--- src/rtl/core/gdc_pkg.sv ---
// Package for the Gregorian date counter: word types, status codes,
// calendar tables and the control store of the step sequencer.
// No dependencies; every other file of the block imports it.
package gdc_pkg;

    localparam int YEAR_W = 14;
    localparam int MONTH_W = 4;
    localparam int DAY_W = 5;
    localparam int WDAY_W = 3;
    localparam int DOY_W = 9;
    localparam int STAT_W = 2;
    localparam int SUM_W = 15;
    localparam int PROD_W = 31;
    localparam int PC_W = 4;

    localparam int DEF_EARLIEST_YEAR = 1753;
    localparam int DEF_LATEST_YEAR = 9999;

    // x / 25 == (x * RECIP25) >> 17 for x < 16384
    localparam logic [12:0] RECIP25 = 13'd5243;
    localparam int RECIP25_SH = 17;
    // x / 7 == (x * RECIP7) >> 18 for x < 32768
    localparam logic [15:0] RECIP7 = 16'd37450;
    localparam int RECIP7_SH = 18;

    localparam logic REQ_LOAD = 1'b0;
    localparam logic REQ_ADVANCE = 1'b1;

    localparam logic [STAT_W-1:0] ST_OK = 2'd0;
    localparam logic [STAT_W-1:0] ST_INVALID = 2'd1;
    localparam logic [STAT_W-1:0] ST_OVERFLOW = 2'd2;

    localparam logic [MONTH_W-1:0] MON_JAN = 4'd1;
    localparam logic [MONTH_W-1:0] MON_FEB = 4'd2;
    localparam logic [MONTH_W-1:0] MON_DEC = 4'd12;
    localparam logic [WDAY_W-1:0] WDAY_MON = 3'd1;
    localparam logic [WDAY_W-1:0] WDAY_SAT = 3'd6;

    typedef struct packed {
        logic               req_type;
        logic [MONTH_W-1:0] month_in;
        logic [DAY_W-1:0]   day_in;
        logic [YEAR_W-1:0]  year_in;
    } t_in_word;

    typedef struct packed {
        logic [MONTH_W-1:0] month_out;
        logic [DAY_W-1:0]   day_out;
        logic [YEAR_W-1:0]  year_out;
        logic [WDAY_W-1:0]  weekday;
        logic [DOY_W-1:0]   day_of_year;
        logic [STAT_W-1:0]  status;
    } t_out_word;

    typedef enum logic [3:0] {
        OP_NOP,
        OP_LATCH,
        OP_LEAPI,
        OP_PSUM,
        OP_MUL25,
        OP_Q100,
        OP_MUL7,
        OP_MOD7,
        OP_ADV,
        OP_BAD,
        OP_LEAPH,
        OP_OUT
    } t_op;

    typedef enum logic [2:0] {
        C_NEVER,
        C_ALWAYS,
        C_NO_IN,
        C_IS_ADV,
        C_NOT_OK,
        C_OUT_BUSY
    } t_cond;

    typedef struct packed {
        t_op             op;
        t_cond           cond;
        logic [PC_W-1:0] target;
    } t_ucode;

    typedef struct packed {
        t_op  op;
        logic fire;
    } t_ctrl;

    typedef struct packed {
        logic is_adv;
        logic not_ok;
        logic out_busy;
    } t_flags;

    localparam logic [PC_W-1:0] PC_WAIT = 4'd0;
    localparam logic [PC_W-1:0] PC_DISP = 4'd1;
    localparam logic [PC_W-1:0] PC_CHK = 4'd2;
    localparam logic [PC_W-1:0] PC_PSUM = 4'd3;
    localparam logic [PC_W-1:0] PC_MUL25 = 4'd4;
    localparam logic [PC_W-1:0] PC_Q100 = 4'd5;
    localparam logic [PC_W-1:0] PC_MUL7 = 4'd6;
    localparam logic [PC_W-1:0] PC_MOD7 = 4'd7;
    localparam logic [PC_W-1:0] PC_ADV = 4'd9;
    localparam logic [PC_W-1:0] PC_BAD = 4'd10;
    localparam logic [PC_W-1:0] PC_LEAPH = 4'd14;
    localparam logic [PC_W-1:0] PC_OUT = 4'd15;

    // Control store: jump to target when the condition holds, else step on.
    function automatic t_ucode ucode(input logic [PC_W-1:0] pc);
        t_ucode w;
        unique case (pc)
            PC_WAIT:  w = '{op: OP_LATCH, cond: C_NO_IN,    target: PC_WAIT};
            PC_DISP:  w = '{op: OP_LEAPI, cond: C_IS_ADV,   target: PC_ADV};
            PC_CHK:   w = '{op: OP_NOP,   cond: C_NOT_OK,   target: PC_BAD};
            PC_PSUM:  w = '{op: OP_PSUM,  cond: C_NEVER,    target: PC_WAIT};
            PC_MUL25: w = '{op: OP_MUL25, cond: C_NEVER,    target: PC_WAIT};
            PC_Q100:  w = '{op: OP_Q100,  cond: C_NEVER,    target: PC_WAIT};
            PC_MUL7:  w = '{op: OP_MUL7,  cond: C_NEVER,    target: PC_WAIT};
            PC_MOD7:  w = '{op: OP_MOD7,  cond: C_ALWAYS,   target: PC_LEAPH};
            PC_ADV:   w = '{op: OP_ADV,   cond: C_ALWAYS,   target: PC_LEAPH};
            PC_BAD:   w = '{op: OP_BAD,   cond: C_ALWAYS,   target: PC_LEAPH};
            PC_LEAPH: w = '{op: OP_LEAPH, cond: C_NEVER,    target: PC_WAIT};
            PC_OUT:   w = '{op: OP_OUT,   cond: C_OUT_BUSY, target: PC_OUT};
            default:  w = '{op: OP_NOP,   cond: C_ALWAYS,   target: PC_WAIT};
        endcase
        return w;
    endfunction

    function automatic logic [DAY_W-1:0] month_days(input logic [MONTH_W-1:0] m,
                                                    input logic leap);
        logic [DAY_W-1:0] d;
        unique case (m)
            4'd1, 4'd3, 4'd5, 4'd7, 4'd8, 4'd10, 4'd12: d = 5'd31;
            4'd4, 4'd6, 4'd9, 4'd11: d = 5'd30;
            4'd2: d = leap ? 5'd29 : 5'd28;
            default: d = 5'd0;
        endcase
        return d;
    endfunction

    function automatic logic [DOY_W-1:0] days_before(input logic [MONTH_W-1:0] m);
        logic [DOY_W-1:0] n;
        unique case (m)
            4'd2:    n = 9'd31;
            4'd3:    n = 9'd59;
            4'd4:    n = 9'd90;
            4'd5:    n = 9'd120;
            4'd6:    n = 9'd151;
            4'd7:    n = 9'd181;
            4'd8:    n = 9'd212;
            4'd9:    n = 9'd243;
            4'd10:   n = 9'd273;
            4'd11:   n = 9'd304;
            4'd12:   n = 9'd334;
            default: n = 9'd0;
        endcase
        return n;
    endfunction

    function automatic logic [DOY_W-1:0] ordinal(input logic [MONTH_W-1:0] m,
                                                 input logic [DAY_W-1:0] d,
                                                 input logic leap);
        logic [DOY_W-1:0] n;
        n = days_before(m) + DOY_W'(d);
        if (leap && m > MON_FEB) begin
            n = n + 9'd1;
        end
        return n;
    endfunction

endpackage

--- src/rtl/core/gregorian_date_counter.sv ---
// Top level of the Gregorian date counter with weekday.
// Depends on gdc_pkg, gdc_seq and gdc_dpath.
//
// Input channel: i_in_valid / o_in_stall carry a t_in_word. A load word
// (req_type 0) checks and replaces the held date; an advance word
// (req_type 1) moves the held date on by one day (overflow on the last day).
// Output channel: o_out_valid / i_out_stall carry a t_out_word with the
// held date, weekday, day of year and status after each input word.
// Exactly one output word follows every input word, in order.
// A load steps through leap lookup, check, partial sum, multiply by 1/25,
// century correction, multiply by 1/7 and modulo 7 (weekday taken modulo
// 7 over the day count), then held leap flag and output; an advance jumps
// to its advance step, a rejected load to its invalid step, both then on
// to held leap flag and output. The next word is taken in the cycle after
// the output register is loaded; a word is not taken while one is in flight.
// The output register lets a new word be accepted while the previous
// result still waits; if it is still stalled when the next result is
// ready, the sequencer holds on the output step.
// Reset (synchronous, active low) sets the date to Monday, January 1 of
// the default earliest year and empties the output register.
module gregorian_date_counter #(
    parameter int EARLIEST_YEAR = gdc_pkg::DEF_EARLIEST_YEAR,
    parameter int LATEST_YEAR = gdc_pkg::DEF_LATEST_YEAR
) (
    input  logic               i_clk,
    input  logic               i_rst_n,
    input  logic               i_in_valid,
    output logic               o_in_stall,
    input  gdc_pkg::t_in_word  i_in_word,
    output logic               o_out_valid,
    input  logic               i_out_stall,
    output gdc_pkg::t_out_word o_out_word
);
    import gdc_pkg::*;

    t_ctrl  ctrl;
    t_flags flags;

    gdc_seq u_seq (
        .i_clk      (i_clk),
        .i_rst_n    (i_rst_n),
        .i_in_valid (i_in_valid),
        .i_flags    (flags),
        .o_ctrl     (ctrl)
    );

    gdc_dpath #(
        .EARLIEST_YEAR (EARLIEST_YEAR),
        .LATEST_YEAR   (LATEST_YEAR)
    ) u_dpath (
        .i_clk       (i_clk),
        .i_rst_n     (i_rst_n),
        .i_ctrl      (ctrl),
        .i_in_word   (i_in_word),
        .i_out_stall (i_out_stall),
        .o_flags     (flags),
        .o_out_valid (o_out_valid),
        .o_out_word  (o_out_word)
    );

    assign o_in_stall = (ctrl.op != OP_LATCH);

endmodule

--- src/rtl/core/gdc_seq.sv ---
// Step sequencer of the date counter: step counter, control store lookup
// and conditional jumps. Depends on gdc_pkg.
module gdc_seq (
    input  logic            i_clk,
    input  logic            i_rst_n,
    input  logic            i_in_valid,
    input  gdc_pkg::t_flags i_flags,
    output gdc_pkg::t_ctrl  o_ctrl
);
    import gdc_pkg::*;

    logic [PC_W-1:0] r_pc;
    logic [PC_W-1:0] n_pc;
    t_ucode          uc;
    logic            jump;

    assign uc = ucode(r_pc);

    always_comb begin
        unique case (uc.cond)
            C_NEVER:    jump = 1'b0;
            C_ALWAYS:   jump = 1'b1;
            C_NO_IN:    jump = !i_in_valid;
            C_IS_ADV:   jump = i_flags.is_adv;
            C_NOT_OK:   jump = i_flags.not_ok;
            C_OUT_BUSY: jump = i_flags.out_busy;
            default:    jump = 1'b1;
        endcase
        n_pc = jump ? uc.target : PC_W'(r_pc + 1'b1);
    end

    always_comb begin
        o_ctrl.op = uc.op;
        o_ctrl.fire = !jump || (uc.cond == C_ALWAYS);
    end

    always_ff @(posedge i_clk) begin
        if (!i_rst_n) begin
            r_pc <= PC_WAIT;
        end else begin
            r_pc <= n_pc;
        end
    end

endmodule

--- src/rtl/core/gdc_dpath.sv ---
// Datapath of the date counter: held date, weekday arithmetic, leap unit
// and output register, steered by the sequencer's control word. Depends on gdc_pkg.
module gdc_dpath #(
    parameter int EARLIEST_YEAR = gdc_pkg::DEF_EARLIEST_YEAR,
    parameter int LATEST_YEAR = gdc_pkg::DEF_LATEST_YEAR
) (
    input  logic               i_clk,
    input  logic               i_rst_n,
    input  gdc_pkg::t_ctrl     i_ctrl,
    input  gdc_pkg::t_in_word  i_in_word,
    input  logic               i_out_stall,
    output gdc_pkg::t_flags    o_flags,
    output logic               o_out_valid,
    output gdc_pkg::t_out_word o_out_word
);
    import gdc_pkg::*;

    t_in_word           r_in;
    logic               r_in_leap;
    logic [SUM_W-1:0]   r_sum;
    logic [PROD_W-1:0]  r_prod;
    logic [STAT_W-1:0]  r_status;
    t_out_word          r_out;

    logic [MONTH_W-1:0] r_held_month, n_held_month;
    logic [DAY_W-1:0]   r_held_day, n_held_day;
    logic [YEAR_W-1:0]  r_held_year, n_held_year;
    logic [WDAY_W-1:0]  r_held_wd, n_held_wd;
    logic               r_held_leap, n_held_leap;
    logic               r_out_valid, n_out_valid;

    logic [YEAR_W-1:0]  p;
    logic [YEAR_W-3:0]  p4;
    logic [DOY_W-1:0]   ord_in;
    logic [24:0]        m25;
    logic [7:0]         q100;
    logic [12:0]        q7;
    logic [SUM_W-1:0]   q7x7;
    logic [SUM_W-1:0]   wd_full;

    logic [YEAR_W-1:0]  ly;
    logic [26:0]        lprod;
    logic [9:0]         q25;
    logic [YEAR_W-1:0]  q25x25;
    logic               leap_val;

    logic [DAY_W-1:0]   last_day;
    logic               adv_ovf;
    logic [WDAY_W-1:0]  wd_inc;
    logic               load_ok;

    assign p = r_in.year_in - YEAR_W'(1);
    assign p4 = p[YEAR_W-1:2];
    assign ord_in = ordinal(r_in.month_in, r_in.day_in, r_in_leap);
    assign m25 = 25'(p4) * 25'(RECIP25);
    assign q100 = r_prod[RECIP25_SH+7:RECIP25_SH];
    assign q7 = r_prod[RECIP7_SH+12:RECIP7_SH];
    assign q7x7 = SUM_W'({q7, 3'b000}) - SUM_W'(q7);
    assign wd_full = r_sum - q7x7;

    assign ly = (i_ctrl.op == OP_LEAPH) ? r_held_year : r_in.year_in;
    assign lprod = 27'(ly) * 27'(RECIP25);
    assign q25 = lprod[RECIP25_SH+9:RECIP25_SH];
    assign q25x25 = YEAR_W'({q25, 4'b0000}) + YEAR_W'({q25, 3'b000}) + YEAR_W'(q25);
    assign leap_val = (ly[1:0] == 2'b00) && ((q25x25 != ly) || (q25[3:0] == 4'd0));

    assign last_day = month_days(r_held_month, r_held_leap);
    assign adv_ovf = (r_held_day >= last_day) && (r_held_month >= MON_DEC) &&
                     (r_held_year >= YEAR_W'(LATEST_YEAR));
    assign wd_inc = (r_held_wd >= WDAY_SAT) ? '0 : WDAY_W'(r_held_wd + 1'b1);

    assign load_ok = (r_in.month_in >= MON_JAN) && (r_in.month_in <= MON_DEC) &&
                     (r_in.year_in >= YEAR_W'(EARLIEST_YEAR)) &&
                     (r_in.year_in <= YEAR_W'(LATEST_YEAR)) &&
                     (r_in.day_in != '0) &&
                     (r_in.day_in <= month_days(r_in.month_in, r_in_leap));

    always_comb begin
        o_flags.is_adv = (r_in.req_type == REQ_ADVANCE);
        o_flags.not_ok = !load_ok;
        o_flags.out_busy = r_out_valid && i_out_stall;
    end

    always_comb begin
        n_held_month = r_held_month;
        n_held_day = r_held_day;
        n_held_year = r_held_year;
        n_held_wd = r_held_wd;
        n_held_leap = r_held_leap;
        case (i_ctrl.op)
            OP_MOD7: begin
                n_held_month = r_in.month_in;
                n_held_day = r_in.day_in;
                n_held_year = r_in.year_in;
                n_held_wd = wd_full[WDAY_W-1:0];
            end
            OP_ADV: begin
                if (r_held_day < last_day) begin
                    n_held_day = DAY_W'(r_held_day + 1'b1);
                    n_held_wd = wd_inc;
                end else if (r_held_month < MON_DEC) begin
                    n_held_month = MONTH_W'(r_held_month + 1'b1);
                    n_held_day = 5'd1;
                    n_held_wd = wd_inc;
                end else if (!adv_ovf) begin
                    n_held_year = YEAR_W'(r_held_year + 1'b1);
                    n_held_month = MON_JAN;
                    n_held_day = 5'd1;
                    n_held_wd = wd_inc;
                end
            end
            OP_LEAPH: n_held_leap = leap_val;
            default: ;
        endcase
    end

    always_comb begin
        if (i_ctrl.op == OP_OUT && i_ctrl.fire) begin
            n_out_valid = 1'b1;
        end else if (!i_out_stall) begin
            n_out_valid = 1'b0;
        end else begin
            n_out_valid = r_out_valid;
        end
    end

    always_ff @(posedge i_clk) begin
        if (!i_rst_n) begin
            r_held_month <= MON_JAN;
            r_held_day <= 5'd1;
            r_held_year <= YEAR_W'(DEF_EARLIEST_YEAR);
            r_held_wd <= WDAY_MON;
            r_held_leap <= 1'b0;
            r_out_valid <= 1'b0;
        end else begin
            r_held_month <= n_held_month;
            r_held_day <= n_held_day;
            r_held_year <= n_held_year;
            r_held_wd <= n_held_wd;
            r_held_leap <= n_held_leap;
            r_out_valid <= n_out_valid;
        end
    end

    always_ff @(posedge i_clk) begin
        case (i_ctrl.op)
            OP_LATCH: begin
                if (i_ctrl.fire) begin
                    r_in <= i_in_word;
                end
            end
            OP_LEAPI: r_in_leap <= leap_val;
            OP_PSUM:  r_sum <= SUM_W'(p) + SUM_W'(p4) + SUM_W'(ord_in);
            OP_MUL25: r_prod <= PROD_W'(m25);
            OP_Q100:  r_sum <= r_sum - SUM_W'(q100) + SUM_W'(q100[7:2]);
            OP_MUL7:  r_prod <= PROD_W'(r_sum) * PROD_W'(RECIP7);
            OP_MOD7:  r_status <= ST_OK;
            OP_ADV:   r_status <= adv_ovf ? ST_OVERFLOW : ST_OK;
            OP_BAD:   r_status <= ST_INVALID;
            OP_OUT: begin
                if (i_ctrl.fire) begin
                    r_out.month_out <= r_held_month;
                    r_out.day_out <= r_held_day;
                    r_out.year_out <= r_held_year;
                    r_out.weekday <= r_held_wd;
                    r_out.day_of_year <= ordinal(r_held_month, r_held_day, r_held_leap);
                    r_out.status <= r_status;
                end
            end
            default: ;
        endcase
    end

    assign o_out_valid = r_out_valid;
    assign o_out_word = r_out;

endmodule

--- config.mk ---
export PLATFORM = sky130hd
export DESIGN_NAME = gregorian_date_counter
export DESIGN_NICKNAME = d
export VERILOG_FILES = /design/src/rtl/core/gdc_pkg.sv /design/src/rtl/core/gregorian_date_counter.sv /design/src/rtl/core/gdc_seq.sv /design/src/rtl/core/gdc_dpath.sv
export SDC_FILE = /design/constraint.sdc
export NUM_CORES = 1
export LEC_CHECK = 0
export BUFFER_PORTS_ARGS = -buffer_cell sky130_fd_sc_hd__buf_2
export CAP_MARGIN = 20
export CELL_PAD_IN_SITES_DETAIL_PLACEMENT = 0
export CELL_PAD_IN_SITES_GLOBAL_PLACEMENT = 2
export CORE_ASPECT_RATIO = 0.8
export CORE_UTILIZATION = 38
export CTS_CLUSTER_DIAMETER = 200
export DETAILED_ROUTE_END_ITERATION = 10
export PLACE_DENSITY_LB_ADDON = 0.1
export SLEW_MARGIN = 20
export SYNTH_ARGS = -nofsm -noshare
export SYNTH_HDL_FRONTEND = slang
export SYNTH_HIERARCHICAL = 1
export SYNTH_SLANG_ARGS = --single-unit
--- constraint.sdc ---
create_clock -name i_clk -period 9.1 [get_ports i_clk]
set_input_delay 0.91 -clock i_clk [delete_from_list [all_inputs] [get_ports i_clk]]
set_output_delay 0.91 -clock i_clk [all_outputs]
set_load 0.05 [all_outputs]
==> results.sh, run 1 <==
export IMPL_grt_max_degree=29
export IMPL_synth_top_family_by_area="adder cells"
export IMPL_yosysSeqAreaShare=0.204
export IMPL_die_area_um2=50400
export IMPL_cts_made_buffers=17
export IMPL_ys_ff_latch=148
export IMPL_clkSinkCount=148
export IMPL_numPortBuffers=66
export IMPL_synthAdderAreaFrac=0.408
export IMPL_synthSimpleGateAreaFrac=0.0999
export IMPL_antenna_cells=0
export IMPL_whs_path_depth=0
export IMPL_setup_viol=0
export IMPL_status="complete, no violations"
export IMPL_synth_top_area_share=0.237
export IMPL_min_period_ns=8.72
export IMPL_avgRoutedWirePerCell_um=17.8
export IMPL_maxSlewHeadroom=0.315
export IMPL_route_vias_total=13500
export IMPL_rsz0062_at_grt="no"
export IMPL_slowest_delay_ns=0.53
export IMPL_fmax_ghz=0.115
export IMPL_first_pass_iters=5
export IMPL_slew_viol_final=0
export IMPL_synth_cells=1948
export IMPL_cts_max_level=4
export IMPL_cap_violations=0
export IMPL_muxShareOfSynthArea=0.0253
export IMPL_synth_edf_count=87
export IMPL_multi_input_area_um2=13500
export IMPL_synth_compound_area_frac=0.116
export IMPL_finClkSkew_ns=0.0144
export IMPL_hold_class="flop to flop"
export IMPL_path_class="flop to flop"
export IMPL_synth_cell_types=89
export IMPL_reg2reg_slack_ns=0.38
export IMPL_netlist_area_um2=18800
export IMPL_die_y_um=201
export IMPL_dp_hpwl_um=40200
export IMPL_cts_path_max_buffers=2
export IMPL_holdCritStartpoint="u_dpath/r_status[1]$_DFFE_PP_"
export IMPL_slowest_stage="fa_1"
export IMPL_period_share=0.958
export IMPL_path_max_fanout=22
export IMPL_finalHoldViolations=0
export IMPL_reg2reg_depth=34
export IMPL_regToRegEndpoint="u_dpath/r_in_leap$_DFFE_PN_"
export IMPL_worstHoldEndpoint="u_dpath/o_out_word[1]$_DFFE_PP_"
export IMPL_drive_gt1_frac=0.0941
export IMPL_endpoint_kind="flop"
export IMPL_antenna_found_initial=0
export IMPL_grt_usage=0.198
export IMPL_gp_congestion=0.850
export IMPL_crit_top_cell="inv_1"
export IMPL_num_fill_cells=4765
export IMPL_start_util=0.387
export IMPL_synth_top_cells_by_count="357 x inv_1, 356 x ha_1, 160 x fa_1"
export IMPL_ant_nets=0
export IMPL_drt_iter0_markers=673
export IMPL_critPathArrivalTime_ns=8.90
export IMPL_synth_flop_cell="edfxtp_1"
export IMPL_register_area_um2=3830
export IMPL_synth_most_common_cell="inv_1"
export IMPL_tightest_slew_ns=1.02
export IMPL_core_um2=48600
export IMPL_syn_to_final_growth_pct=10.3
export IMPL_synth_xor_area_frac=0.0628
export IMPL_rr_startpoint="u_seq/uc[7]$_DFF_P_"
export IMPL_drc_errors=0
export IMPL_clk_latency_ns=0.44
export IMPL_synth_warnings=6
export IMPL_required_ns=9.28
export IMPL_synth_area_leaders="ha_1 24%, fa_1 17%, edfxtp_1 14%, inv_1 7.1%, dfxtp_1 6.5%"
export IMPL_die_w_um=251
export IMPL_clk_pin_slew_ns=0.07
export IMPL_synth_nets=2492
export IMPL_nets=2583
export IMPL_syn_avg_cell_area_um2=9.65
export IMPL_grt_pass1_vias=13600
export IMPL_io_pins=67
export IMPL_ys_async_sr_fraction=0
export IMPL_cp_start_kind="flop"
export IMPL_tns_ns=0
export IMPL_cts_tree="built"
export IMPL_wirelength_um=47800
export IMPL_cts_root_buf="clkbuf_16"
export IMPL_grt_pass1_wl_um=77400
export IMPL_rows=72
export IMPL_via_per_inst=5.04
export IMPL_yosysTopAreaCell="ha_1"
export IMPL_overflow=0
[cells by family after synthesis]
logic type,count (synthesis)
mux,38
fa+ha+maj,518
compound gates,332
simple gates,379
xor+xnor,134
buf+inv,399
flops,148
[placed cells by master, fill, tap and decap left out, types with 11 or more instances in the layout]
master	n
inv_1	357
ha_1	356
fa_1	160
nand2_1	109
nor2_1	94
a21oi_1	90
edfxtp_1	87
xnor2_1	86
buf_2	66
o21ai_0	63
dfxtp_1	61
xor2_1	44
buf_4	43
nand3_1	39
a21o_1	24
nor3_1	24
nand2b_1	19
mux2i_1	18
clkbuf_16	17
o211ai_1	17
nand4_1	14
o22ai_1	14
a211oi_1	14
o21a_1	14
a31oi_1	13
nor2b_1	12
o31ai_1	11
[final cells by class]
cell class,instances,area share
clock buffers,18,0.0212
clock inverters,14,0.00778
inverters,361,0.0655
multi-input cells,1401,0.650
flip-flops and latches,148,0.185
well taps,629,0.0379
repair buffers,110,0.0325
[how the worst max path moves through the flow]
stage / startpoint / end / slack [ns] / depth (start not counted)
after floorplan: u_seq/uc[7]$_DFF_P_ / u_dpath/r_in_leap$_DFFE_PN_ / 0.37 / 33
after global placement: u_seq/uc[7]$_DFF_P_ / u_dpath/r_in_leap$_DFFE_PN_ / 0.32 / 34
after detailed placement: u_seq/uc[7]$_DFF_P_ / u_dpath/r_in_leap$_DFFE_PN_ / 0.21 / 32
after CTS: u_seq/uc[7]$_DFF_P_ / u_dpath/r_in_leap$_DFFE_PN_ / 0.19 / 34
after global routing: u_seq/uc[7]$_DFF_P_ / u_dpath/r_in_leap$_DFFE_PN_ / 0.007 / 35
final: u_seq/uc[7]$_DFF_P_ / u_dpath/r_in_leap$_DFFE_PN_ / 0.38 / 34
[worst max-delay path, delay by kind of cell (launching register included)]
family | cells | cell delay, ns
compound gates | 7 | 1.66
xor+xnor | 2 | 0.32
fa+ha+maj | 9 | 3.79
buf+inv | 9 | 0.83
flops | 1 | 0.31
mux | 1 | 0.27
simple gates | 6 | 1.26
[routing by layer]
layer | GRT usage | routed length (µm)
met5 | 0 | 0
met4 | 0.0318 | 355
met3 | 0.0204 | 1430
met2 | 0.283 | 19100
met1 | 0.321 | 27000
[through the flow]
| stage | hold WS, ns | instance area, µm² | util | cells | setup WS [ns] |
|---|---|---|---|---|---|
| floorplan | 0.400 | 18800 | - | 1948 | 0.373 |
| global placement | 0.452 | 20100 | 0.413 | 2648 | 0.318 |
| detailed placement | 0.449 | 20100 | 0.413 | 2648 | 0.206 |
| CTS | 0.465 | 20700 | 0.426 | 2680 | 0.186 |
| global route | 0.490 | 20700 | 0.427 | 2681 | 0.00743 |
| finish | 0.465 | 20700 | 0.427 | 2681 | 0.382 |
[repair_timing]
| action | in CTS | in global routing |
|---|---|---|
| buffers inserted | 0 | 1 |
| gates resized for setup | 0 | 14 |
| setup endpoints to repair | 0 | 2 |
| hold buffers | 0 | 0 |
Power of run 1 is left out: the tool's default activity adds up to more than one toggle a clock period on the data nets, which glitch-free logic cannot reach.
==> inputs of run 2 (changes only) <==
--- a/config.mk
+++ b/config.mk
@@ -5,6 +5,7 @@
 export SDC_FILE = /design/constraint.sdc
 export NUM_CORES = 1
 export LEC_CHECK = 0
+export ABC_CLOCK_PERIOD_IN_PS = 9100
 export BUFFER_PORTS_ARGS = -buffer_cell sky130_fd_sc_hd__buf_2
 export CAP_MARGIN = 20
 export CELL_PAD_IN_SITES_DETAIL_PLACEMENT = 0
@@ -17,5 +18,4 @@
 export SLEW_MARGIN = 20
 export SYNTH_ARGS = -nofsm -noshare
 export SYNTH_HDL_FRONTEND = slang
-export SYNTH_HIERARCHICAL = 1
 export SYNTH_SLANG_ARGS = --single-unit
==> results.sh, run 2 <==
export IMPL_final_cell_mix="355 x ha_1, 337 x inv_1, 159 x fa_1"
export IMPL_path_class="flop to flop"
export IMPL_grt_pass1_vias=13300
export IMPL_cts_hold_buf=0
export IMPL_slew_viol_final=0
export IMPL_period_share=0.957
export IMPL_syn_to_final_growth_pct=11.7
export IMPL_final_common_cell="ha_1"
export IMPL_hold_worst_slack_ns=0.484
export IMPL_cts_max_level=4
export IMPL_synth_cells=1927
export IMPL_gp_congestion=0.829
export IMPL_status="complete, no violations"
export IMPL_muxShareOfSynthArea=0.0223
export IMPL_cap_violations=0
export IMPL_worstHoldEndpoint="u_dpath.o_out_word[0]$_DFFE_PP_"
export IMPL_regToRegEndpoint="u_dpath.r_in_leap$_DFFE_PN_"
export IMPL_synth_top_family_by_area="adder cells"
export IMPL_finalHoldViolations=0
export IMPL_synth_top_cells_by_count="355 x ha_1, 339 x inv_1, 160 x fa_1"
export IMPL_dp_hpwl_um=39100
export IMPL_cts_root_buf="clkbuf_16"
export IMPL_synth_warnings=0
export IMPL_ys_async_sr_fraction=0
export IMPL_nets=2579
export IMPL_ys_ff_latch=148
export IMPL_synth_edf_count=87
export IMPL_route_vias_total=13300
export IMPL_antenna_cells=0
export IMPL_slowest_delay_ns=0.48
export IMPL_maxSlewHeadroom=0.328
export IMPL_hold_class="flop to flop"
export IMPL_antenna_found_initial=0
export IMPL_core_um2=47400
export IMPL_synth_compound_area_frac=0.110
export IMPL_endpoint_kind="flop"
export IMPL_die_w_um=248
export IMPL_via_per_inst=4.99
export IMPL_synthSimpleGateAreaFrac=0.0993
export IMPL_rows=71
export IMPL_clk_latency_ns=0.43
export IMPL_holdCritStartpoint="u_dpath.r_status[0]$_DFFE_PP_"
export IMPL_min_period_ns=8.71
export IMPL_netlist_area_um2=18400
export IMPL_slowest_stage="and4bb_4"
export IMPL_avgRoutedWirePerCell_um=17.4
export IMPL_tns_ns=0
export IMPL_critPathArrivalTime_ns=8.89
export IMPL_synth_flop_cell="edfxtp_1"
export IMPL_grt_max_degree=43
export IMPL_overflow=0
export IMPL_start_util=0.388
export IMPL_clkSinkCount=148
export IMPL_grt_usage=0.196
export IMPL_cts_made_buffers=17
export IMPL_reg2reg_slack_ns=0.39
export IMPL_cts_path_max_buffers=2
export IMPL_ant_nets=0
export IMPL_rr_startpoint="u_seq.uc[9]$_SDFF_PP0_"
export IMPL_cp_start_kind="flop"
export IMPL_cp_startpoint="u_seq.uc[9]$_SDFF_PP0_"
export IMPL_syn_avg_cell_area_um2=9.55
export IMPL_synth_nets=2470
export IMPL_first_pass_iters=5
export IMPL_synth_most_common_cell="ha_1"
export IMPL_synth_cell_types=72
export IMPL_drt_iter0_markers=690
export IMPL_clk_pin_slew_ns=0.06
export IMPL_synthAdderAreaFrac=0.417
export IMPL_yosysTopAreaCell="ha_1"
export IMPL_grt_pass1_wl_um=74500
export IMPL_synth_top_area_share=0.241
export IMPL_synth_xor_area_frac=0.0633
export IMPL_io_pins=67
export IMPL_die_area_um2=49300
export IMPL_fmax_ghz=0.115
export IMPL_setup_viol=0
export IMPL_cts_tree="built"
export IMPL_finClkSkew_ns=0.0127
export IMPL_die_y_um=199
export IMPL_whs_path_depth=0
export IMPL_numPortBuffers=66
export IMPL_synth_area_leaders="ha_1 24%, fa_1 17%, edfxtp_1 14%, inv_1 6.9%, dfxtp_1 6.6%"
export IMPL_drive_gt1_frac=0.102
export IMPL_reg2reg_depth=32
export IMPL_yosysSeqAreaShare=0.208
export IMPL_path_max_fanout=8
export IMPL_wirelength_um=46400
export IMPL_tightest_slew_ns=0.979
export IMPL_required_ns=9.28
export IMPL_drc_errors=0
==> run 2: logic make-up after synthesis <==
group	after synthesis
adder cells (fa/ha/maj)	517
AND/OR/NAND/NOR	379
AO/OA/AOI/OAI	329
multiplexers	36
buffers and inverters	385
XOR/XNOR	133
flip-flops	148
==> run 2: worst max path at each step <==
stage,endpoint,slack [ns]
after detailed placement,u_dpath.r_in_leap$_DFFE_PN_,-0.001
after global placement,u_dpath.r_in_leap$_DFFE_PN_,0.18
final,u_dpath.r_in_leap$_DFFE_PN_,0.39
after global routing,u_dpath.r_in_leap$_DFFE_PN_,-0.03
after CTS,u_dpath.r_in_leap$_DFFE_PN_,0.08
after floorplan,u_dpath.r_in_leap$_DFFE_PN_,0.22
==> run 2: layout make-up <==
class | instances | area (µm²)
fill | 4708 | 26900
tap | 620 | 776
inverter | 344 | 1310
timing repair buffer | 131 | 851
multi-input combinational | 1394 | 13200
sequential | 148 | 3830
clock buffer | 19 | 443
clock inverter | 13 | 148
==> run 2: routing by layer <==
metal | vias up | wire length, µm | track usage | share of wire
met4 | 0 | 228 | 0.0248 | 0.0049
met5 | - | 0 | 0 | 0
met1 | 6418 | 26000 | 0.317 | 0.56
li1 | 6720 | - | - | -
met3 | 15 | 1350 | 0.0215 | 0.029
met2 | 172 | 18800 | 0.281 | 0.41
==> run 2: timing repair <==
item,4_1_cts,5_1_grt
pin swaps,0,10
setup endpoints to repair,1,2
gates resized for setup,1,21
buffers inserted,0,14
==> run 2: critical path, delay by kind of cell, from the launching register on <==
family | cells | cell delay, ns
AOI/OAI and AO/OA | 11 | 2.74
xor gates and xnor gates | 1 | 0.25
adders and majority gates | 8 | 3.03
buffers and inverters | 4 | 0.58
DFF | 1 | 0.36
and+or+nand+nor | 8 | 1.45
==> run 2: stage by stage <==
| step | util | cells | cell area (µm²) | setup WS, ns |
|---|---|---|---|---|
| floorplan | - | 1927 | 18400 | 0.224 |
| global placement | 0.416 | 2622 | 19700 | 0.178 |
| detailed placement | 0.416 | 2623 | 19700 | -0.000996 |
| CTS | 0.428 | 2655 | 20300 | 0.0818 |
| global route | 0.433 | 2669 | 20500 | -0.0252 |
| finish | 0.433 | 2669 | 20500 | 0.392 |
Power of run 2 is left out for the same reason.
